==> src/rtl/ptve_pkg.sv <==
// ----------------------------------------------------------------------------
// ptve_pkg
// Shared codes, reset values and types of the pattern threshold video effect.
// ----------------------------------------------------------------------------
package ptve_pkg;

   localparam int MAX_WIDTH_DEF  = 512;
   localparam int MAX_HEIGHT_DEF = 512;

   // item kinds carried in req_tuser
   localparam int OP_W = 2;
   localparam logic [OP_W-1:0] OP_PIXEL  = 2'd0;
   localparam logic [OP_W-1:0] OP_RIPPLE = 2'd1;
   localparam logic [OP_W-1:0] OP_SPIRAL = 2'd2;

   // configuration register indexes
   localparam int CSR_IDX_W  = 3;
   localparam int CSR_DATA_W = 24;
   localparam logic [CSR_IDX_W-1:0] CSR_FRAME_WIDTH  = 3'd0;
   localparam logic [CSR_IDX_W-1:0] CSR_FRAME_HEIGHT = 3'd1;
   localparam logic [CSR_IDX_W-1:0] CSR_CHANNEL_MASK = 3'd2;
   localparam logic [CSR_IDX_W-1:0] CSR_RED_START_X  = 3'd3;
   localparam logic [CSR_IDX_W-1:0] CSR_RED_START_Y  = 3'd4;
   localparam logic [CSR_IDX_W-1:0] CSR_BLUE_START_X = 3'd5;
   localparam logic [CSR_IDX_W-1:0] CSR_BLUE_START_Y = 3'd6;

   localparam int SIZE_W  = 10;
   localparam int START_W = 9;
   localparam int MASK_W  = 24;
   localparam int TADDR_W = 20;
   localparam int PIX_W   = 32;

   localparam logic [SIZE_W-1:0] SIZE_RESET = 10'd512;
   localparam logic [MASK_W-1:0] MASK_RESET = 24'hffffff;

   // bit0 red x, bit1 red y, bit2 blue x, bit3 blue y; 1 = moving down
   localparam logic [3:0] DIRS_RESET = 4'b0011;
   localparam logic [7:0] PHASE_STEP = 8'd8;

   typedef struct packed {
      logic [7:0] phase;
      logic       last;
   } ptve_tag_type;

endpackage

==> src/rtl/ptve_pixel_stage.sv <==
// ----------------------------------------------------------------------------
// ptve_pixel_stage
// Lookup stage and output register: thresholds the pixel, gates channels with
// the pattern bytes, applies the channel mask.
// ----------------------------------------------------------------------------
module ptve_pixel_stage (
   input  logic                          clock,
   input  logic                          reset,
   input  logic                          in_valid,
   input  logic [ptve_pkg::PIX_W-1:0]    in_pixel,
   input  ptve_pkg::ptve_tag_type        in_tag,
   input  logic [7:0]                    rip_r,
   input  logic [7:0]                    rip_b,
   input  logic [7:0]                    spi,
   input  logic [ptve_pkg::MASK_W-1:0]   channel_mask,
   output logic                          stage_ready,
   output logic                          out_valid,
   output logic [ptve_pkg::PIX_W-1:0]    out_pixel,
   output logic                          out_last,
   input  logic                          out_ready
);
   import ptve_pkg::*;

   logic               s1_valid_ff, s1_valid_in;
   logic [PIX_W-1:0]   s1_pixel_ff;
   ptve_tag_type       s1_tag_ff;
   logic               out_valid_ff, out_valid_in;
   logic [PIX_W-1:0]   out_pixel_ff;
   logic               out_last_ff;
   logic               advance;
   logic [7:0]         ph2, gr, gg, gb;
   logic [PIX_W-1:0]   result;

   assign advance     = s1_valid_ff && (!out_valid_ff || out_ready);
   assign stage_ready = !s1_valid_ff || advance;

   assign ph2 = {s1_tag_ff.phase[6:0], 1'b0};
   assign gr  = rip_r + ph2;
   assign gg  = spi + ph2 + s1_tag_ff.phase;
   assign gb  = rip_b - s1_tag_ff.phase;

   assign result = {s1_pixel_ff[31:24],
                    {8{s1_pixel_ff[23] & gr[7]}} & channel_mask[23:16],
                    {8{s1_pixel_ff[15] & gg[7]}} & channel_mask[15:8],
                    {8{s1_pixel_ff[7]  & gb[7]}} & channel_mask[7:0]};

   always_comb begin
      s1_valid_in = s1_valid_ff;
      if (stage_ready) begin
         s1_valid_in = in_valid;
      end
      out_valid_in = out_valid_ff;
      if (advance) begin
         out_valid_in = 1'b1;
      end else if (out_ready) begin
         out_valid_in = 1'b0;
      end
   end

   always_ff @(posedge clock) begin
      if (reset) begin
         s1_valid_ff  <= 1'b0;
         out_valid_ff <= 1'b0;
      end else begin
         s1_valid_ff  <= s1_valid_in;
         out_valid_ff <= out_valid_in;
      end
   end

   always_ff @(posedge clock) begin
      if (in_valid && stage_ready) begin
         s1_pixel_ff <= in_pixel;
         s1_tag_ff   <= in_tag;
      end
      if (advance) begin
         out_pixel_ff <= result;
         out_last_ff  <= s1_tag_ff.last;
      end
   end

   assign out_valid = out_valid_ff;
   assign out_pixel = out_pixel_ff;
   assign out_last  = out_last_ff;

endmodule

==> config.mk <==
export PLATFORM = sky130hd
export DESIGN_NAME = ptve_pixel_stage
export DESIGN_NICKNAME = d
export VERILOG_FILES = /design/src/rtl/ptve_pkg.sv /design/src/rtl/ptve_pixel_stage.sv
export SDC_FILE = /design/constraint.sdc
export NUM_CORES = 1
export LEC_CHECK = 0
export ABC_AREA = 1
export BUFFER_PORTS_ARGS = -buffer_cell sky130_fd_sc_hd__buf_2
export CAP_MARGIN = 10
export CORE_UTILIZATION = 45
export DETAILED_ROUTE_END_ITERATION = 16
export PLACE_DENSITY = 0.84
export SYNTH_ARGS = -nofsm -noshare
export SYNTH_HDL_FRONTEND = slang
export SYNTH_SLANG_ARGS = --single-unit
==> constraint.sdc <==
create_clock -name clock -period 2.9 [get_ports clock]
set_clock_uncertainty 0.2 [all_clocks]
set_input_delay 0.29 -clock clock [delete_from_list [all_inputs] [get_ports clock]]
set_output_delay 0.29 -clock clock [all_outputs]
set_load 0.005 [all_outputs]
# Word level (Yosys, flattened, before mapping)
# Cells that the tools add are included.
[classes]
bitwise_logic = 6
add_sub_neg = 4
mux = 2
reduce_logical = 7
[op_table]
columns = ["op", "count"]
rows = [
  ["adder 8 bit", 3],
  ["bitwise AND 8 bit", 3],
  ["subtractor 8 bit", 1],
  ["bitwise AND 1 bit", 3],
  ["logical AND 1 bit", 2],
  ["logical NOT 1 bit", 2],
  ["logical OR 1 bit", 2],
  ["two-way mux 1 bit", 2],
  ["nonzero test 2 bit", 1],
]
[word_totals]
input_bits = 93
reg_bits = 76
output_inout_bits = 35

# Longest topological paths before layout
# Gate-level depths: netlist of run 1.
[depth]
ltp_word = 5
depth_mapped = 13

# Least setup slack after synthesis of run 1
# OpenSTA, ideal clock, no wires.
[synth_timing]
kind = "register to register"
from = "register out_valid_ff, in the netlist out_valid"
to = "register out_last_ff, in the netlist out_last (enable)"
arrival_time_ns = 1.993
setup_time_ns = 0.434
required_time_ns = 2.266
slack_ns = 0.273
stages_incl_launch_ff = 2
synth_period_minus_slack_ns = 2.627
n_path_buf = 0
cell_sequence = "dfxtp_1 > a21oi_1"
[synth_via]
elab_chain_len = 3
[synth_lines]
columns = ["item", "line", "rtl"]
rows = [
  ["start: declaration", "ptve_pixel_stage.sv:27", "logic out_valid_ff, out_valid_in;"],
  ["start signal: assignment", "ptve_pixel_stage.sv:66", "out_valid_ff <= out_valid_in;"],
  ["logical NOT 1 bit", "ptve_pixel_stage.sv:34", "assign advance = s1_valid_ff && (!out_valid_ff || out_ready);"],
  ["logical OR 1 bit", "ptve_pixel_stage.sv:34", ""],
  ["logical AND 1 bit", "ptve_pixel_stage.sv:34", ""],
  ["via advance", "ptve_pixel_stage.sv:30", "logic advance;"],
  ["end signal: assignment", "ptve_pixel_stage.sv:77", "out_last_ff <= s1_tag_ff.last;"],
  ["end: declaration", "ptve_pixel_stage.sv:29", "logic out_last_ff;"],
]
# The timed path passes the listed nets, and every way through them passes these cells.
# A chain may end at the register's enable or synchronous reset.

# Worst setup path after layout of run 1
[layout_timing]
from = "register s1_tag_ff (netlist bit ph2[5])"
to = "register out_pixel_ff[8], in the netlist out_pixel[8] (data pin)"
[layout_via]
elab_chain_len = 4
[layout_lines]
columns = ["item", "line", "rtl"]
rows = [
  ["start: declaration", "ptve_pixel_stage.sv:26", "ptve_tag_type s1_tag_ff;"],
  ["start signal: assignment", "ptve_pixel_stage.sv:73", "s1_tag_ff <= in_tag;"],
  ["adder 8 bit", "ptve_pixel_stage.sv:39", "assign gg = spi + ph2 + s1_tag_ff.phase;"],
  ["adder 8 bit *", "ptve_pixel_stage.sv:39", ""],
  ["bitwise AND 1 bit *", "ptve_pixel_stage.sv:44", "{8{s1_pixel_ff[15] & gg[7]}} & channel_mask[15:8],"],
  ["bitwise AND 8 bit *", "ptve_pixel_stage.sv:44", ""],
  ["via result[8]", "ptve_pixel_stage.sv:32", "logic [PIX_W-1:0] result;"],
  ["end signal: assignment", "ptve_pixel_stage.sv:76", "out_pixel_ff <= result;"],
  ["end: declaration", "ptve_pixel_stage.sv:28", "logic [PIX_W-1:0] out_pixel_ff;"],
]
# Mark *: on every way through the listed nets, which the timed path passes. The rest lies on a longest branch.

==> reports/qor.csv, run 1 <==
metric,value,unit
worst-margin pin slew,0.817,ns
postcts setup bufs,0,
"most used cell, CP",nand2_1,
WL/cell,11.4,um
ys flop type,edfxtp_1,
Clock Root Buffer,clkbuf_8,
commonest cells in the netlist,"edfxtp_1 (53), inv_1 (49), nand2_1 (33)",
"Largest stage delay, worst path",0.51,ns
GRT Residual Overflow,0,
filler cell count,457,
CP Capture Type,flop,
final-stage net count,467,
endpoints failing setup,0,
fin. max-slew vios,0,
global-route wire length before repair,8010,um
Initial Util,46.5,%
Synth Area in XOR/XNOR,1.03,%
minimum clock period,2.44,ns
Setup CP Type,reg2reg,
Worst setup SP type,flop,
CTS Buffer Depth,2,
Num CTS Buffers,5,
Worst path slowest cell,fa_1,
post-synthesis mux area share,0,%
Synth top area share,62.2,%
register clock-pin slew on the reported worst setup and hold paths,0.10,ns
routability cong.,0.814,
number of DRC markers in iteration 0,62,
Area Overhead vs Synth,36.6,%
Die ar.,5990,um^2
max-cap violations,0,
RSZ-0062 raised after global routing,no,
critical path arrival,2.30,ns
Routed Antenna Nets,0,
initial antenna violation count,0,
"top cells by area, synth","edfxtp_1 (62%), ha_1 (7.8%), inv_1 (7.2%)",
post-synthesis adder-cell area fraction,12.5,%
worst hold slack,0.0495,ns
I/O Pins,128,
Final Hold Viols,0,
WP depth,12,
Mapped Nets,333,
most common cell in the synthesized netlist,edfxtp_1,
Synth Area in Compound Gates,2.35,%
largest net degree at the start of global routing,27,
Final TNS setup,0,ns
dominant combinational cell family by area after synthesis,simple AND/OR/NAND/NOR gates,
core area,5510,um^2
Rows,27,
CTS sink cnt,55,
Cells on Worst Hold Path,3,
"Seq/Total Area, Yosys",63.8,%
worst-path cell chain,inv_1 > fa_1 > inv_1 > ha_1 > nand2_1 > inv_1 > nand2_1 > nand2_1 > a21oi_1 > nand2_1 > nand3_4 > nor2_1,
Finished Cell Area,3490,um^2
Avg Inst Size Synth,11.7,um^2
static leakage,1.75,nW
total power,0.00164,W
htree depth,2,
IO buf count,105,
synth warn,0,
Synth Cell Area,2560,um^2
Hold Crit Class,in2reg,
Worst R2R Path Depth,12,
final WL,4830,um
drt via density,4.49,
share of post-route cells with drive strength above 1,35.1,%
die width,77.4,um
worst rel slew slack,45.4,%
cells after synthesis,218,
WP buf/inv,3,
fmax,0.411,GHz
Vias,1909,
Power per Cell Area,470,nW/um^2
Final Util,63.5,%
Pre-antenna DRT Iters,6,
All-Layer GR Usage,17.4,%
maximum VDD drop,319,uV
synth unique cells,18,
placed inst area,3190,um^2
vias in the first global route,1939,
DP HPWL,3670,um
crit-path max FO,8,
#FFs+latches synth,55,
"area leader, netlist",edfxtp_1,
final worst path period share,84.0,%
Crit path max-delay family,adder cells,
CTS tree,built,
die span in y,77.4,um
worst path required time,2.76,ns
Synth Area in Simple Gates,12.9,%
outcome,"complete, no violations",
number of remaining DRC errors,0,
Antenna diodes,0,
worst skew pair latency,0.30,ns
asr flop ratio synth,0,%
"EDFF count, synth",53,
[kinds of logic after synthesis]
| kind of cell | after synthesis |
|---|---|
| simple gates | 76 |
| buf+inv | 51 |
| fa+ha+maj | 22 |
| xor+xnor | 3 |
| compound gates | 11 |
| flops | 55 |
[final cells by class]
type / count / area, um^2 / area share [%]
clock buffer: 5 / 68.8 / 1.97
clock inverter: 3 / 22.5 / 0.644
inverter: 51 / 191 / 5.48
multi-input combinational: 112 / 747 / 21.4
sequential: 55 / 1630 / 46.7
tap: 72 / 90.1 / 2.58
timing repair buffer: 127 / 743 / 21.3
[state kept, by name, indices dropped and copies added (netlist names)]
register / count
out_pixel: 32
s1_pixel_ff: 11
ph2: 7
s1_tag_ff: 2
out_last: 1
out_valid: 1
s1_valid_ff: 1
[power by group]
| group | total (W) | switching [W] | internal, W |
|---|---|---|---|
| sequential | 0.000943 | 0.0000185 | 0.000925 |
| combinational | 0.000275 | 0.000144 | 0.000131 |
| clock | 0.000424 | 0.000249 | 0.000175 |
| total | 0.00164 | 0.000411 | 0.00123 |
[metal layers]
| layer | global-route usage, % | routed length (um) | vias up |
|---|---|---|---|
| met1 | 19.0 | 1910 | 870 |
| met2 | 33.1 | 2600 | 66 |
| li1 | - | - | 960 |
| met3 | 3.53 | 240 | 13 |
| met4 | 5.85 | 88 | 0 |
| met5 | 0 | 0 | - |
[tightest hold or removal path: stages]
cell and delay, ns:
buf_2 0.09, nand2_1 0.07, a21oi_1 0.06
[worst paths after layout]
kind / from / endpoint / slack (ns)
setup / recovery: ph2[5] / out_pixel[8] / 0.46
hold / removal: in_valid / s1_valid_ff / 0.05
setup reg to reg: ph2[5] / out_pixel[8] / 0.46
hold reg to reg: s1_tag_ff[0] / out_last / 0.22
[per-stage QoR]
step                setup slack, ns  instances
floorplan                     0.273        218
global placement              0.517        396
detailed placement            0.439        396
CTS                           0.425        425
global route                  0.252        425
finish                        0.464        425
[placed cells by master (no fill, tap or decap)]
cell type	instances
a21oi_1	7
clkinv_2	1
fa_1	6
xnor2_1	1
nand3_2	2
inv_6	2
a21oi_4	1
inv_2	2
o21ai_1	1
clkbuf_8	5
nand3_1	4
ha_1	16
nor2_1	31
inv_1	49
a21o_1	2
nand4_1	1
dfxtp_1	2
nand2_1	33
nand2_2	4
nand3_4	1
xor2_1	2
dlygate4sd3_1	21
buf_2	105
buf_4	1
edfxtp_1	53
[what timing repair did]
action / CTS / global route
hold buffers: 21 / 0
endpoints found under the setup margin: 0 / 0
hold endpoints to repair: 22 / 0
gates resized for setup: 0 / 0
(Power assumes the default switching activity.)
==> inputs of run 2 (changes only) <==
--- a/config.mk
+++ b/config.mk
@@ -8,9 +8,9 @@
 export ABC_AREA = 1
 export BUFFER_PORTS_ARGS = -buffer_cell sky130_fd_sc_hd__buf_2
 export CAP_MARGIN = 10
-export CORE_UTILIZATION = 45
+export CORE_UTILIZATION = 41
 export DETAILED_ROUTE_END_ITERATION = 16
-export PLACE_DENSITY = 0.84
+export PLACE_DENSITY = 0.81
 export SYNTH_ARGS = -nofsm -noshare
 export SYNTH_HDL_FRONTEND = slang
 export SYNTH_SLANG_ARGS = --single-unit
==> constraint.sdc (replaced) <==
create_clock -name clock -period 2.2 [get_ports clock]
set_clock_uncertainty 0.2 [all_clocks]
set_input_delay 0.22 -clock clock [delete_from_list [all_inputs] [get_ports clock]]
set_output_delay 0.22 -clock clock [all_outputs]
set_load 0.005 [all_outputs]
==> run 2 against run 1 <==
Net effect: the run now ends with hold timing, setup timing left; cell area increased by 9.4%; clock-buffer cell count up 2; sequential cell count unchanged; highest routed layer unchanged; clock power up 26%; sequential share of layout area down 4.0 points; core utilization grew 0.74 points; register-to-register slack lost 0.60 ns; final cell count rose by 4.9%; maximum frequency is 4.3% higher; setup slack lost 0.60 ns; critical endpoint is now out_pixel[9]; sequential power up 31%; first-iteration DRC count up 16%.
==> reports/qor.csv, run 2 (synthesized netlist as in run 1, its figures left out) <==
metric,value,unit,change
maximum VDD drop,474,uV,+49%
outcome,"finished, violations left",,
Vias,1992,,+4.3%
worst-margin pin slew,0.428,ns,-0.390 ns
final worst path period share,106,%,+22 points
worst hold slack,-0.00614,ns,-0.0557 ns
"commonest non-fill, non-tap cell in the layout",buf_2,,
Final Hold Viols,1,,+1
share of post-route cells with drive strength above 1,47.2,%,+12 points
max-cap violations,0,,unchanged
placed inst area,3290,um^2,+2.9%
I/O Pins,128,,unchanged
static leakage,1.84,nW,+5.4%
GRT Residual Overflow,0,,unchanged
Finished Cell Area,3820,um^2,+9.4%
initial antenna violation count,0,,unchanged
CP Capture Type,flop,,
number of flip-flops in the largest register,32,,unchanged
fin. max-slew vios,0,,unchanged
final WL,5810,um,+20%
failing checks,"hold timing, setup timing",,
crit-path max FO,8,,unchanged
worst path required time,2.06,ns,-0.70 ns
die width,81,um,+4.6%
number of remaining DRC errors,0,,unchanged
CTS Buffer Depth,2,,unchanged
vias in the first global route,1981,,+2.2%
CTS sink cnt,55,,unchanged
"commonest cells after routing, fill and taps aside","buf_2 (105), edfxtp_1 (53), inv_1 (45), nand2_1 (24)",,
die span in y,81,um,+4.6%
CTS tree,built,,
critical path arrival,2.20,ns,-0.10 ns
routability cong.,0.772,,-5.3%
global-route wire length before repair,8510,um,+6.3%
register clock-pin slew on the reported worst setup and hold paths,0.10,ns,about the same
filler cell count,486,,+6.3%
worst skew pair latency,0.30,ns,about the same
Worst setup SP type,flop,,
endpoints failing setup,8,,+8
final-stage net count,485,,+3.9%
fmax,0.428,GHz,+4.3%
pre-CTS WS,-0.188,ns,-0.628 ns
Hold Crit Class,in2reg,,
DP HPWL,3900,um,+6.2%
Antenna diodes,0,,unchanged
Rows,28,,+3.7%
htree depth,2,,unchanged
All-Layer GR Usage,17.5,%,+0.15 points
Layout Cells excl Fill,446,,+4.9%
drt via density,4.47,,-0.57%
minimum clock period,2.34,ns,-0.100 ns
Num CTS Buffers,5,,unchanged
Die ar.,6560,um^2,+9.5%
slack of the critical path,-0.136,ns,-0.600 ns
Area Overhead vs Synth,49.4,%,
largest net degree at the start of global routing,34,,+26%
IO buf count,105,,unchanged
number of DRC markers in iteration 0,72,,+16%
Pre-antenna DRT Iters,4,,-2
RSZ-0062 raised after global routing,yes,,
WL/cell,13.0,um,+15%
Clock Root Buffer,clkbuf_8,,
Final TNS setup,-1.05,ns,-1.05 ns
Routed Antenna Nets,0,,unchanged
Initial Util,43.0,%,-3.5 points
Setup CP Type,reg2reg,,
placed insts,411,,+3.8%
Power per Cell Area,595,nW/um^2,+27%
worst rel slew slack,71.5,%,+26 points
core area,5960,um^2,+8.2%
-- run 2: cell count changes in the layout (fill, tap and decap cells not counted), moves of 7 or more --
cell / previous run / this run
buf_4: 1 / 17
ha_1: 16 / 9
ha_4: 0 / 7
nand2_1: 33 / 24
nand2_2: 4 / 11
nor2_1: 31 / 22
nor2_2: 0 / 8
-- run 2: where the power goes --
group | total [W] | leakage (nW) | switching (W) | internal, W
combinational | 0.000500 | 1.27 | 0.000255 | 0.000245
sequential | 0.00124 | 0.533 | 0.0000225 | 0.00122
clock | 0.000533 | 0.0385 | 0.000307 | 0.000226
-- run 2: area by class of cell --
type                    count  area (um^2)  area share, %
clock buffers               7         76.3           2.00
clock inverters             1         7.51          0.196
flip-flops and latches     55         1630           42.7
inverters                  51          191           5.01
multi-input cells         112          938           24.5
well taps                  75         93.8           2.45
repair buffers            145          885           23.1
-- run 2: through the flow --
step	power [W]	utilization (%)
floorplan	0.00146	-
global placement	0.00160	55.2
detailed placement	0.00162	55.2
CTS	0.00219	60.9
global route	0.00239	64.2
finish	0.00227	64.2
-- run 2: path summary, 6_finish.rpt --
| kind | from | cells past startpoint | to | slack [ns] |
|---|---|---|---|---|
| worst max-delay path | ph2[4] | 10 | out_pixel[9] | -0.14 |
| worst max register to register | ph2[4] | 10 | out_pixel[9] | -0.14 |
| worst min-delay path | channel_mask[4] | 3 | out_pixel[4] | -0.006 |
| worst min register to register | s1_tag_ff[0] | 0 | out_last | 0.23 |
-- run 2: repair_timing --
| action | CTS | global route |
|---|---|---|
| setup endpoints to repair | 8 | 24 |
| setup buffers | 3 | 4 |
| hold endpoints to repair | 23 | 0 |
| hold buffers | 22 | 0 |
| resized for setup | 3 | 38 |
| pin swaps | 1 | 29 |
-- run 2: critical path, cell delays in order, from the launching register on --
cell and delay, ns:
edfxtp_1 0.44, inv_1 0.10, fa_1 0.49, inv_1 0.04, ha_1 0.27, nand2_1 0.11
nor2_4 0.05, a21oi_2 0.14, nand2_2 0.07, nand3_4 0.13, nor2_1 0.05
-- run 2: per-layer routing --
metal / routed length, um / global-route usage, % / part of all wire [%]
met5: 0 / 0 / 0
met4: 156 / 8.21 / 2.7
met3: 374 / 4.83 / 6.4
met2: 3110 / 32.4 / 53
met1: 2180 / 18.3 / 37
