<file path="config.mk">
export PLATFORM = sky130hd
export DESIGN_NAME = ptve_raster_ctrl
export DESIGN_NICKNAME = d
export VERILOG_FILES = /design/src/rtl/ptve_pkg.sv /design/src/rtl/ptve_raster_ctrl.sv
export SDC_FILE = /design/constraint.sdc
export NUM_CORES = 1
export LEC_CHECK = 0
export ABC_AREA = 1
export BUFFER_PORTS_ARGS = -buffer_cell sky130_fd_sc_hd__buf_4
export CELL_PAD_IN_SITES_DETAIL_PLACEMENT = 0
export CELL_PAD_IN_SITES_GLOBAL_PLACEMENT = 1
export CORE_MARGIN = 4
export CORE_UTILIZATION = 46
export DETAILED_ROUTE_END_ITERATION = 16
export PLACE_DENSITY = 0.95
export SLEW_MARGIN = 15
export SYNTH_ARGS = -nofsm -noshare
export SYNTH_HDL_FRONTEND = slang
export SYNTH_SLANG_ARGS = --single-unit
</file>
<file path="constraint.sdc">
create_clock -name clock -period 9.6 [get_ports clock]
set_input_delay 1.92 -clock clock [delete_from_list [all_inputs] [get_ports clock]]
set_output_delay 1.92 -clock clock [all_outputs]
set_load 0.05 [all_outputs]
</file>
<file path="src/rtl/ptve_pkg.sv">
// ----------------------------------------------------------------------------
// ptve_pkg
// Shared codes, reset values and types of the pattern threshold video effect.
// ----------------------------------------------------------------------------
package ptve_pkg;

   localparam int MAX_WIDTH_DEF  = 512;
   localparam int MAX_HEIGHT_DEF = 512;

   // item kinds carried in req_tuser
   localparam int OP_W = 2;
   localparam logic [OP_W-1:0] OP_PIXEL  = 2'd0;
   localparam logic [OP_W-1:0] OP_RIPPLE = 2'd1;
   localparam logic [OP_W-1:0] OP_SPIRAL = 2'd2;

   // configuration register indexes
   localparam int CSR_IDX_W  = 3;
   localparam int CSR_DATA_W = 24;
   localparam logic [CSR_IDX_W-1:0] CSR_FRAME_WIDTH  = 3'd0;
   localparam logic [CSR_IDX_W-1:0] CSR_FRAME_HEIGHT = 3'd1;
   localparam logic [CSR_IDX_W-1:0] CSR_CHANNEL_MASK = 3'd2;
   localparam logic [CSR_IDX_W-1:0] CSR_RED_START_X  = 3'd3;
   localparam logic [CSR_IDX_W-1:0] CSR_RED_START_Y  = 3'd4;
   localparam logic [CSR_IDX_W-1:0] CSR_BLUE_START_X = 3'd5;
   localparam logic [CSR_IDX_W-1:0] CSR_BLUE_START_Y = 3'd6;

   localparam int SIZE_W  = 10;
   localparam int START_W = 9;
   localparam int MASK_W  = 24;
   localparam int TADDR_W = 20;
   localparam int PIX_W   = 32;

   localparam logic [SIZE_W-1:0] SIZE_RESET = 10'd512;
   localparam logic [MASK_W-1:0] MASK_RESET = 24'hffffff;

   // bit0 red x, bit1 red y, bit2 blue x, bit3 blue y; 1 = moving down
   localparam logic [3:0] DIRS_RESET = 4'b0011;
   localparam logic [7:0] PHASE_STEP = 8'd8;

   typedef struct packed {
      logic [7:0] phase;
      logic       last;
   } ptve_tag_type;

endpackage

</file>
<file path="src/rtl/ptve_raster_ctrl.sv">
// ----------------------------------------------------------------------------
// ptve_raster_ctrl
// Configuration registers, raster position, moving offsets and phase; forms
// the table read addresses of the next pixel.
// ----------------------------------------------------------------------------
module ptve_raster_ctrl #(
   parameter int MAX_WIDTH  = ptve_pkg::MAX_WIDTH_DEF,
   parameter int MAX_HEIGHT = ptve_pkg::MAX_HEIGHT_DEF,
   localparam int RIP_AW    = $clog2(4 * MAX_WIDTH * MAX_HEIGHT),
   localparam int SPI_AW    = $clog2(MAX_WIDTH * MAX_HEIGHT)
) (
   input  logic                                clock,
   input  logic                                reset,
   input  logic                                csr_we,
   input  logic [ptve_pkg::CSR_IDX_W-1:0]      csr_index,
   input  logic [ptve_pkg::CSR_DATA_W-1:0]     csr_wdata,
   input  logic                                pix_adv,
   output logic                                restart_busy,
   output logic [ptve_pkg::MASK_W-1:0]         channel_mask,
   output ptve_pkg::ptve_tag_type              tag,
   output logic [RIP_AW-1:0]                   rip_raddr_a,
   output logic [RIP_AW-1:0]                   rip_raddr_b,
   output logic [SPI_AW-1:0]                   spi_raddr
);
   import ptve_pkg::*;

   localparam int CW  = $clog2(MAX_WIDTH);
   localparam int RW  = $clog2(MAX_HEIGHT);
   localparam int EWW = $clog2(MAX_WIDTH + 1);
   localparam int EHW = $clog2(MAX_HEIGHT + 1);
   localparam int BW  = ((EWW > EHW) ? EWW : EHW) + 1;
   localparam int RIP_STRIDE = 2 * MAX_WIDTH;

   logic [SIZE_W-1:0]  width_ff, height_ff;
   logic [MASK_W-1:0]  mask_ff;
   logic [START_W-1:0] rsx_ff, rsy_ff, bsx_ff, bsy_ff;
   logic               restart_ff, restart_in;

   logic [CW-1:0] col_ff, col_in, red_col_ff, red_col_in, blue_col_ff, blue_col_in;
   logic [RW-1:0] row_ff, row_in, red_row_ff, red_row_in, blue_row_ff, blue_row_in;
   logic [3:0]    dirs_ff, dirs_in;
   logic [7:0]    phase_ff, phase_in;

   logic [EWW-1:0] eff_w;
   logic [EHW-1:0] eff_h;
   logic [BW-1:0]  w_ext, h_ext, col_nx, row_nx;
   logic           col_end, row_end;
   logic [BW:0]    bn_rc, bn_rr, bn_bc, bn_br;
   logic [RW:0]    rsum_r, rsum_b;
   logic [CW:0]    csum_r, csum_b;

   function automatic logic [BW:0] bounce(input logic [BW-1:0] pos,
                                          input logic [BW-1:0] lim,
                                          input logic          neg);
      logic          hit;
      logic          n;
      logic [BW-1:0] p2;
      logic [BW-1:0] np;
      p2  = pos + BW'(2);
      hit = neg ? (pos < BW'(2)) : (p2 >= lim);
      n   = neg ^ hit;
      if (n) begin
         np = (pos >= BW'(2)) ? pos - BW'(2) : '0;
      end else begin
         np = (p2 < lim) ? p2 : lim - BW'(1);
      end
      return {n, np};
   endfunction

   always_comb begin
      eff_w = (width_ff < SIZE_W'(4)) ? EWW'(4) :
              ((32'(width_ff) > 32'(MAX_WIDTH)) ? EWW'(MAX_WIDTH) : EWW'(width_ff));
      eff_h = (height_ff < SIZE_W'(4)) ? EHW'(4) :
              ((32'(height_ff) > 32'(MAX_HEIGHT)) ? EHW'(MAX_HEIGHT) : EHW'(height_ff));
   end

   assign w_ext   = BW'(eff_w);
   assign h_ext   = BW'(eff_h);
   assign col_nx  = BW'(col_ff) + BW'(1);
   assign row_nx  = BW'(row_ff) + BW'(1);
   assign col_end = !(col_nx < w_ext);
   assign row_end = !(row_nx < h_ext);

   assign bn_rc = bounce(BW'(red_col_ff),  w_ext, dirs_ff[0]);
   assign bn_rr = bounce(BW'(red_row_ff),  h_ext, dirs_ff[1]);
   assign bn_bc = bounce(BW'(blue_col_ff), w_ext, dirs_ff[2]);
   assign bn_br = bounce(BW'(blue_row_ff), h_ext, dirs_ff[3]);

   always_comb begin
      col_in      = col_ff;
      row_in      = row_ff;
      red_col_in  = red_col_ff;
      red_row_in  = red_row_ff;
      blue_col_in = blue_col_ff;
      blue_row_in = blue_row_ff;
      dirs_in     = dirs_ff;
      phase_in    = phase_ff;
      restart_in  = 1'b0;
      if (csr_we) begin
         case (csr_index)
            CSR_FRAME_WIDTH, CSR_FRAME_HEIGHT, CSR_RED_START_X, CSR_RED_START_Y,
            CSR_BLUE_START_X, CSR_BLUE_START_Y: restart_in = 1'b1;
            default: restart_in = 1'b0;
         endcase
      end
      if (restart_ff) begin
         red_col_in  = (32'(rsx_ff) < 32'(eff_w)) ? CW'(rsx_ff) : CW'(eff_w - EWW'(1));
         red_row_in  = (32'(rsy_ff) < 32'(eff_h)) ? RW'(rsy_ff) : RW'(eff_h - EHW'(1));
         blue_col_in = (32'(bsx_ff) < 32'(eff_w)) ? CW'(bsx_ff) : CW'(eff_w - EWW'(1));
         blue_row_in = (32'(bsy_ff) < 32'(eff_h)) ? RW'(bsy_ff) : RW'(eff_h - EHW'(1));
         dirs_in     = DIRS_RESET;
         phase_in    = '0;
         col_in      = '0;
         row_in      = '0;
      end else if (pix_adv) begin
         if (!col_end) begin
            col_in = CW'(col_nx);
         end else begin
            col_in = '0;
            if (!row_end) begin
               row_in = RW'(row_nx);
            end else begin
               row_in      = '0;
               phase_in    = phase_ff - PHASE_STEP;
               red_col_in  = CW'(bn_rc[BW-1:0]);
               red_row_in  = RW'(bn_rr[BW-1:0]);
               blue_col_in = CW'(bn_bc[BW-1:0]);
               blue_row_in = RW'(bn_br[BW-1:0]);
               dirs_in     = {bn_br[BW], bn_bc[BW], bn_rr[BW], bn_rc[BW]};
            end
         end
      end
   end

   always_ff @(posedge clock) begin
      if (reset) begin
         width_ff    <= SIZE_RESET;
         height_ff   <= SIZE_RESET;
         mask_ff     <= MASK_RESET;
         rsx_ff      <= '0;
         rsy_ff      <= '0;
         bsx_ff      <= '0;
         bsy_ff      <= '0;
         restart_ff  <= 1'b0;
         col_ff      <= '0;
         row_ff      <= '0;
         red_col_ff  <= '0;
         red_row_ff  <= '0;
         blue_col_ff <= '0;
         blue_row_ff <= '0;
         dirs_ff     <= DIRS_RESET;
         phase_ff    <= '0;
      end else begin
         if (csr_we) begin
            case (csr_index)
               CSR_FRAME_WIDTH:  width_ff  <= csr_wdata[SIZE_W-1:0];
               CSR_FRAME_HEIGHT: height_ff <= csr_wdata[SIZE_W-1:0];
               CSR_CHANNEL_MASK: mask_ff   <= csr_wdata[MASK_W-1:0];
               CSR_RED_START_X:  rsx_ff    <= csr_wdata[START_W-1:0];
               CSR_RED_START_Y:  rsy_ff    <= csr_wdata[START_W-1:0];
               CSR_BLUE_START_X: bsx_ff    <= csr_wdata[START_W-1:0];
               CSR_BLUE_START_Y: bsy_ff    <= csr_wdata[START_W-1:0];
               default: ;
            endcase
         end
         restart_ff  <= restart_in;
         col_ff      <= col_in;
         row_ff      <= row_in;
         red_col_ff  <= red_col_in;
         red_row_ff  <= red_row_in;
         blue_col_ff <= blue_col_in;
         blue_row_ff <= blue_row_in;
         dirs_ff     <= dirs_in;
         phase_ff    <= phase_in;
      end
   end

   assign rsum_r = (RW+1)'(row_ff) + (RW+1)'(red_row_ff);
   assign rsum_b = (RW+1)'(row_ff) + (RW+1)'(blue_row_ff);
   assign csum_r = (CW+1)'(col_ff) + (CW+1)'(red_col_ff);
   assign csum_b = (CW+1)'(col_ff) + (CW+1)'(blue_col_ff);

   assign rip_raddr_a = RIP_AW'(rsum_r) * RIP_AW'(RIP_STRIDE) + RIP_AW'(csum_r);
   assign rip_raddr_b = RIP_AW'(rsum_b) * RIP_AW'(RIP_STRIDE) + RIP_AW'(csum_b);
   assign spi_raddr   = SPI_AW'(row_ff) * SPI_AW'(MAX_WIDTH) + SPI_AW'(col_ff);

   assign tag.phase    = phase_ff;
   assign tag.last     = col_end && row_end;
   assign channel_mask = mask_ff;
   assign restart_busy = restart_ff;

endmodule

</file>
Word-level counts from Yosys, hierarchy flattened
Index checks and enable logic that the tools add are counted.
{ "word_totals": {"regBits": 147, "input_bits": 31, "output_inout_bits": 92, "word_cells": 140} }
{ "classes": {"addsub": 22, "order_cmp": 26, "eq_ne": 8, "n_mux": 43, "bitwise": 7, "n_reduce_logical": 18} }
{ "op_table": {"columns": ["cell", "n"], "rows": [
  ["9-bit 2-to-1 mux", 34],
  ["10-bit < comparator", 6],
  ["20-bit by 10-bit adder with 20-bit output", 2],
  ["9-bit by 2-bit adder with 10-bit output (second input constant)", 4],
  ["9-bit by 9-bit adder with 10-bit output", 4],
  ["10-bit >= comparator", 4],
  ["9-bit by 10-bit < comparator with 1-bit output", 4],
  ["10-bit 2-to-1 mux", 4],
  ["9-bit by 2-bit >= comparator with 1-bit output (second input constant)", 4],
  ["9-bit by 2-bit < comparator with 1-bit output (second input constant)", 4],
  ["9-bit by 1-bit subtractor with 9-bit output (second input constant)", 4],
  ["9-bit by 2-bit subtractor with 9-bit output (second input constant)", 4],
  ["9-bit by 1-bit adder with 10-bit output (second input constant)", 2],
  ["10-bit greater-than comparator (second input constant)", 2],
  ["10-bit by 3-bit < comparator with 1-bit output (second input constant)", 2],
  ["18-bit by 9-bit adder with 18-bit output", 1],
  ["2-bit AND reduction", 8],
  ["3-bit equality test (second input constant)", 3],
  ["8-bit by 4-bit subtractor with 8-bit output (second input constant)", 1],
  ["3-bit by 2-bit equality test with 1-bit output (second input constant)", 2],
  ["3-bit AND reduction", 2],
  ["6-bit OR reduction", 1],
  ["1-bit 2-to-1 mux", 5],
  ["2-bit inequality test (second input constant)", 2],
  ["other kinds (8)", 15]
]} }

Logic depth before layout (Yosys ltp)
Gate-level depths: netlist of the first run.
{ "logic_depth": {"ltp_word": 11, "depth_mapped": 23, "depth_no_buf": 22} }

Worst setup path before layout of the first run
No wires, ideal clock.
{ "synth_path": {"path_type": "flip-flop to output port", "start": "register row_ff[0]", "end": "output tag[0] (netlist name)", "t_arrival_ns": 3.376, "setup_slack_ns": 4.304, "path_stages_with_launch": 14, "path_buffers": 0, "cell_sequence": "dfxtp_1 > ha_1 > nand3_1 > nand3b_1 > nand3b_1 > xor2_1 > inv_1 > ha_1 > nand2_1 > nor2_1 > nand2_2 > nand2_2 > clkinv_1 > a31oi_1"} }
{ "synth_lines": {"columns": ["item", "line_no", "source"], "rows": [
  ["from (decl)", "ptve_raster_ctrl.sv:40", "logic [RW-1:0] row_ff, row_in, red_row_ff, red_row_in, blue_row_ff, blue_row_in;"],
  ["from (signal assigned)", "ptve_raster_ctrl.sv:168", "row_ff <= row_in;"],
  ["to (decl)", "ptve_raster_ctrl.sv:20", "output ptve_pkg::ptve_tag_type tag,"]
]} }

==> summary.md, run 1 <==
| Metric | Value |
|---|---|
| # resized after CTS | 0 |
| Post-synth top cells | 393 x nand2_1, 229 x inv_1, 212 x nor2_1 |
| Worst slew pin tran | 0.780 ns |
| Most common cell in the netlist | nand2_1 |
| Detailed-route vias per instance | 5.46 |
| Core footprint | 0.0255 mm2 |
| DRC errors left | 0 |
| YS warnings | 0 |
| Max frequency | 184 MHz |
| Max_slew headroom | 0.479 |
| Remaining antenna violation count | 0 |
| Yosys top cell area share | 0.239 |
| Area leader, netlist | dfxtp_1 |
| HPWL Detailed | 27.7 mm |
| Largest net degree at the start of global routing | 73 |
| Crit Path Category | reg2out |
| Vias in the first global route | 11462 |
| Post-Syn Area per Cell | 6.48 um2 |
| Util after Layout | 0.540 |
| Most used DFF post-synth | dfxtp_1 |
| EDFF count, synth | 0 |
| Fillers | 2538 |
| Clock sink count | 144 |
| Final period utilization | 0.566 |
| Yosys reg bits | 144 |
| Worst clock skew | 0.0178 ns |
| Endpoints failing setup | 0 |
| Critical Path RT | 7.68 ns |
| Hold_ws | 0.460 ns |
| CTS Root Cell | clkbuf_16 |
| P_leak | 6.92 nW |
| Outcome | finished clean |
| Clock Pin Slew Worst Setup and Hold Paths | 0.08 ns |
| Htree depth | 4 |
| Cts bufs inserted | 17 |
| Die area | 0.0289 mm2 |
| Tmin final | 5.44 ns |
| WL per Instance | 16.2 um |
| Final hold viol count | 0 |
| Syn Std Cell Area | 0.0121 mm2 |
| Post-Layout Cell Count | 2293 |
| Cell count after synthesis | 1861 |
| Die height | 170 um |
| Final Wtd Congestion | 0.915 |
| Die width | 170 um |
| DRT iter0 DRCs | 1162 |
| RSZ-0062 raised after global routing | no |
| Layout cell share with drive strength beyond 1 | 0.0953 |
| Top cells by area, synth | dfxtp_1 24%, ha_1 14%, nand2_1 12% |
| Worst VDD drop | 0.0908 mV |
| Post-CTS Setup Bufs | 0 |
| Fin worst setup slack | 4.16 ns |
| Row Count | 58 |
| I/O Buffers | 119 |
| # diodes | 0 |
| Cell Pwr Density | 136 mW/mm2 |
| First-pass iteration count of the detailed router | 6 |
| Worst setup SP type | register |
| Synth cell types | 47 |
| Max Transition Viols Final | 0 |
| Sequential fraction of the synthesis area | 0.239 |
| Total negative slack | 0 ns |
| Crit path arrival time | 3.52 ns |
| HP Class | reg2reg |
| Design Area, Final | 0.0137 mm2 |
| Worst-Skew Late Latency | 0.44 ns |
| Async SR Flop Fraction | 0 |
| Placed Area | 0.0131 mm2 |
| CTS tree | yes |
| Grt ovf | 0 |
| CTS Hold Bufs | 0 |
| Place WS | 4.66 ns |
| Starting Density | 0.473 |
| Nets | 2116 |
| Global-route wire length before repair | 59.0 mm |
| Setup crit end kind | output pin |
| Clock tree buffer depth | 2 |
| Initial antenna violation count | 0 |
| Max_cap viols | 0 |
| Routed Wire Length | 37.2 mm |
| I/O pin count | 123 |
| Routed vias | 12514 |
| Total GRT Usage | 0.251 |
| Placed insts | 2261 |
| CP max FO | 9 |
| Area Overhead vs Synth | 14.0% |
| Power Total | 1.88 mW |
[cell type report]
class	instances	area (um2)	area share
clock buffer	18	439	0.0320
clock inverter	14	178	0.0129
inverter	237	895	0.0651
multi-input combinational	1424	7990	0.581
sequential	144	2880	0.210
tap	330	413	0.0300
timing repair buffer	126	946	0.0688
[kinds of logic (layout without fill, tap and decap cells)]
| family | Yosys count | in the layout | synth area share |
|---|---|---|---|
| and+or+nand+nor | 826 | 826 | 0.291 |
| xor gates and xnor gates | 87 | 87 | 0.0632 |
| buffers and inverters | 295 | 395 | 0.0990 |
| other | 1 | 3 | 0.000311 |
| AOI/OAI and AO/OA | 373 | 373 | 0.165 |
| adders and majority gates | 135 | 135 | 0.143 |
| DFF | 144 | 144 | 0.239 |
[power by group]
group          internal [mW]  leakage (nW)  switching (mW)  total, mW
registers              0.622          1.17          0.0367      0.659
clock network          0.420         0.302           0.293      0.713
logic                  0.164          5.44           0.340      0.504
total                   1.21          6.92           0.670       1.88
[layer usage]
| metal | up-vias | wire length [um] | GRT usage |
|---|---|---|---|
| met5 | - | 0 | 0 |
| met4 | 0 | 514 | 0.0580 |
| met3 | 46 | 2970 | 0.0388 |
| met2 | 463 | 16000 | 0.392 |
| met1 | 5715 | 17700 | 0.364 |
| li1 | 6290 | - | - |
[final timing paths]
check | slack [ns] | to | depth (start not counted) | startpoint
min reg2reg | 0.46 | channel_mask[13] | 2 | channel_mask[13]
max reg2reg | 5.48 | red_row_ff[8] | 19 | red_row_ff[1]
min | 0.46 | channel_mask[13] | 2 | channel_mask[13]
max | 4.16 | tag[0] | 14 | row_ff[0]
[registers in the layout (all words and copies together) (netlist names)]
signal / flops
channel_mask: 24
height_ff: 10
width_ff: 10
blue_col_ff: 9
blue_row_ff: 9
bsx_ff: 9
bsy_ff: 9
col_ff: 9
red_col_ff: 9
red_row_ff: 9
row_ff: 9
rsx_ff: 9
rsy_ff: 9
phase_ff: 5
dirs_ff: 4
restart_busy: 1
[worst max-delay path, cell delays in order (launching register included)]
cell and delay, ns:
dfxtp_1 0.53, ha_1 0.24, nand3_1 0.12, nand3b_1 0.22, nand3b_1 0.20, xor2_1 0.15, inv_1 0.09, ha_1 0.28
nand2_1 0.07, nor2_1 0.13, nand2_2 0.09, nand2_2 0.10, clkinv_1 0.30, a31oi_1 0.33, buf_4 0.25
[cell usage in the layout (no fill, tap or decap), types with 20 or more instances in the layout]
cell type / count
nor2_1: 212
inv_1: 229
dfxtp_1: 144
buf_4: 126
ha_1: 131
a21oi_1: 147
nand4_1: 25
o211ai_1: 20
nand2_1: 393
nand3_1: 139
xor2_1: 75
o21ai_0: 164
No activity file was read; power rests on OpenSTA's default activity.
==> run 2, diff against run 1 <==
- CORE_UTILIZATION: 46 -> 39
- PLACE_DENSITY: 0.95 -> 0.86
- clock period: 9.6 -> 4.5 ns (I/O delays scaled with it)
==> run 2 against run 1 <==
Compared with the run above:
- power rose by 110%
- hold slack worse by 0.00084 ns
- worst setup slack got worse by 4.0 ns
- largest power group unchanged
==> summary.md, run 2 (synthesized netlist as in run 1, its figures left out) <==
| Metric | Value |
|---|---|
| RSZ-0062 raised after global routing | no |
| Worst VDD drop | 0.193 mV |
| Endpoints failing setup | 0 |
| Max_slew headroom | 0.339 |
| Commonest non-fill, non-tap cell in the layout | nand2_1 |
| Largest net degree at the start of global routing | 70 |
| Outcome | finished clean |
| Largest register FFs | 24 |
| HPWL Detailed | 29.5 mm |
| Grt ovf | 0 |
| Max_cap viols | 0 |
| DRT iter0 DRCs | 981 |
| Global-route wire length before repair | 61.8 mm |
| Clock tree buffer depth | 2 |
| Most frequent cells in the layout | 393 x nand2_1, 229 x inv_1, 212 x nor2_1 |
| Total GRT Usage | 0.224 |
| Core footprint | 0.0305 mm2 |
| Htree depth | 4 |
| Total negative slack | 0 ns |
| Final hold viol count | 0 |
| Critical path depth | 14 |
| Final period utilization | 0.962 |
| Reg2Reg Depth | 19 |
| Starting Density | 0.395 |
| Routed Wire Length | 38.6 mm |
| Routed vias | 12532 |
| Ordered cell list for the critical path | ha_1 -> nand3_1 -> nand3b_1 -> nand3b_1 -> xor2_1 -> inv_1 -> ha_1 -> nand2_1 -> nor2_1 -> a211oi_1 -> nand2_2 -> clkinvlp_4 -> a31oi_1 -> buf_4 |
| WL per Instance | 16.2 um |
| Vias in the first global route | 11719 |
| Cell Pwr Density | 283 mW/mm2 |
| Flop2flop setup slack | 0.61 ns |
| Crit-path max cell delay | 0.50 ns |
| Clock sink count | 144 |
| I/O pin count | 123 |
| Fin worst setup slack | 0.173 ns |
| Layout cell share with drive strength beyond 1 | 0.105 |
| CP max FO | 9 |
| Max Transition Viols Final | 0 |
| Remaining antenna violation count | 0 |
| Detailed-route vias per instance | 5.27 |
| Final Wtd Congestion | 0.933 |
| DRC errors left | 0 |
| CTS Root Cell | clkbuf_16 |
| # diodes | 0 |
| Buf/Inv on CP | 3 |
| Nets | 2138 |
| Critical Path RT | 3.60 ns |
| Worst clock skew | 0.0116 ns |
| Worst slew pin tran | 0.990 ns |
| P_leak | 7.00 nW |
| Max frequency | 231 MHz |
| Tmin final | 4.33 ns |
| HP Class | reg2reg |
| Worst-Skew Late Latency | 0.44 ns |
| Setup crit end kind | output pin |
| Die height | 184 um |
| Place WS | 0.611 ns |
| Die area | 0.0338 mm2 |
| Area Overhead vs Synth | 15.7% |
| Die width | 184 um |
| I/O Buffers | 119 |
| Worst setup SP type | register |
| Cts bufs inserted | 17 |
| Hold_ws | 0.459 ns |
| CTS tree | yes |
| Clock Pin Slew Worst Setup and Hold Paths | 0.07 ns |
| Initial antenna violation count | 0 |
| CTS Hold Bufs | 0 |
| CP max stage cell | dfxtp_1 |
| Crit Path Category | reg2out |
| First-pass iteration count of the detailed router | 6 |
| Row Count | 64 |
| Crit path arrival time | 3.43 ns |
| Top cell family by delay on the critical path | simple AND/OR/NAND/NOR gates |
| Hold-critical path depth | 2 |
[run 2: metal layers]
layer	global-route usage	vias to the layer above	wire length, um
li1	-	6337	-
met1	0.328	5752	18500
met2	0.342	410	16400
met3	0.0463	33	3220
met4	0.0476	0	428
met5	0	-	0
[run 2: tightest hold or removal path: stages (launching register included)]
cell and delay (ns):
dfxtp_1 0.33, nand2_1 0.05, nand3_1 0.05
[run 2: metrics by stage]
| stage | std cells | instance area [um2] | power, mW | utilization |
|---|---|---|---|---|
| detailed placement | 2349 | 13400 | 2.50 | 0.438 |
| floorplan | 1863 | 12100 | 2.20 | - |
| global placement | 2349 | 13400 | 2.50 | 0.438 |
| global route | 2379 | 14000 | 4.14 | 0.457 |
| CTS | 2379 | 14000 | 3.96 | 0.457 |
| finish | 2379 | 14000 | 3.95 | 0.457 |
[run 2: path summary, 6_finish.rpt]
check / from / end
worst max-delay path: row_ff[0] / tag[0]
worst min-delay path: channel_mask[21] / channel_mask[21]
worst max register to register: col_ff[0] / red_row_ff[5]
worst min register to register: channel_mask[21] / channel_mask[21]
[run 2: layout make-up]
cell class | instances | area, um2
clock buffer | 17 | 425
clock inverter | 13 | 154
fill | 3170 | 16600
inverter | 237 | 898
multi-input combinational | 1424 | 7990
sequential | 144 | 2880
tap | 396 | 495
timing repair buffer | 148 | 1110
[run 2: repair_timing]
action,in CTS,in global routing
endpoints found under the setup margin,0,1
gates resized for setup,0,1
buffers inserted,0,0
[run 2: where the power goes]
part / internal, mW / total [mW] / switching, mW
Clock: 0.823 / 1.45 / 0.629
Combinational: 0.358 / 1.09 / 0.733
Sequential: 1.33 / 1.40 / 0.0751
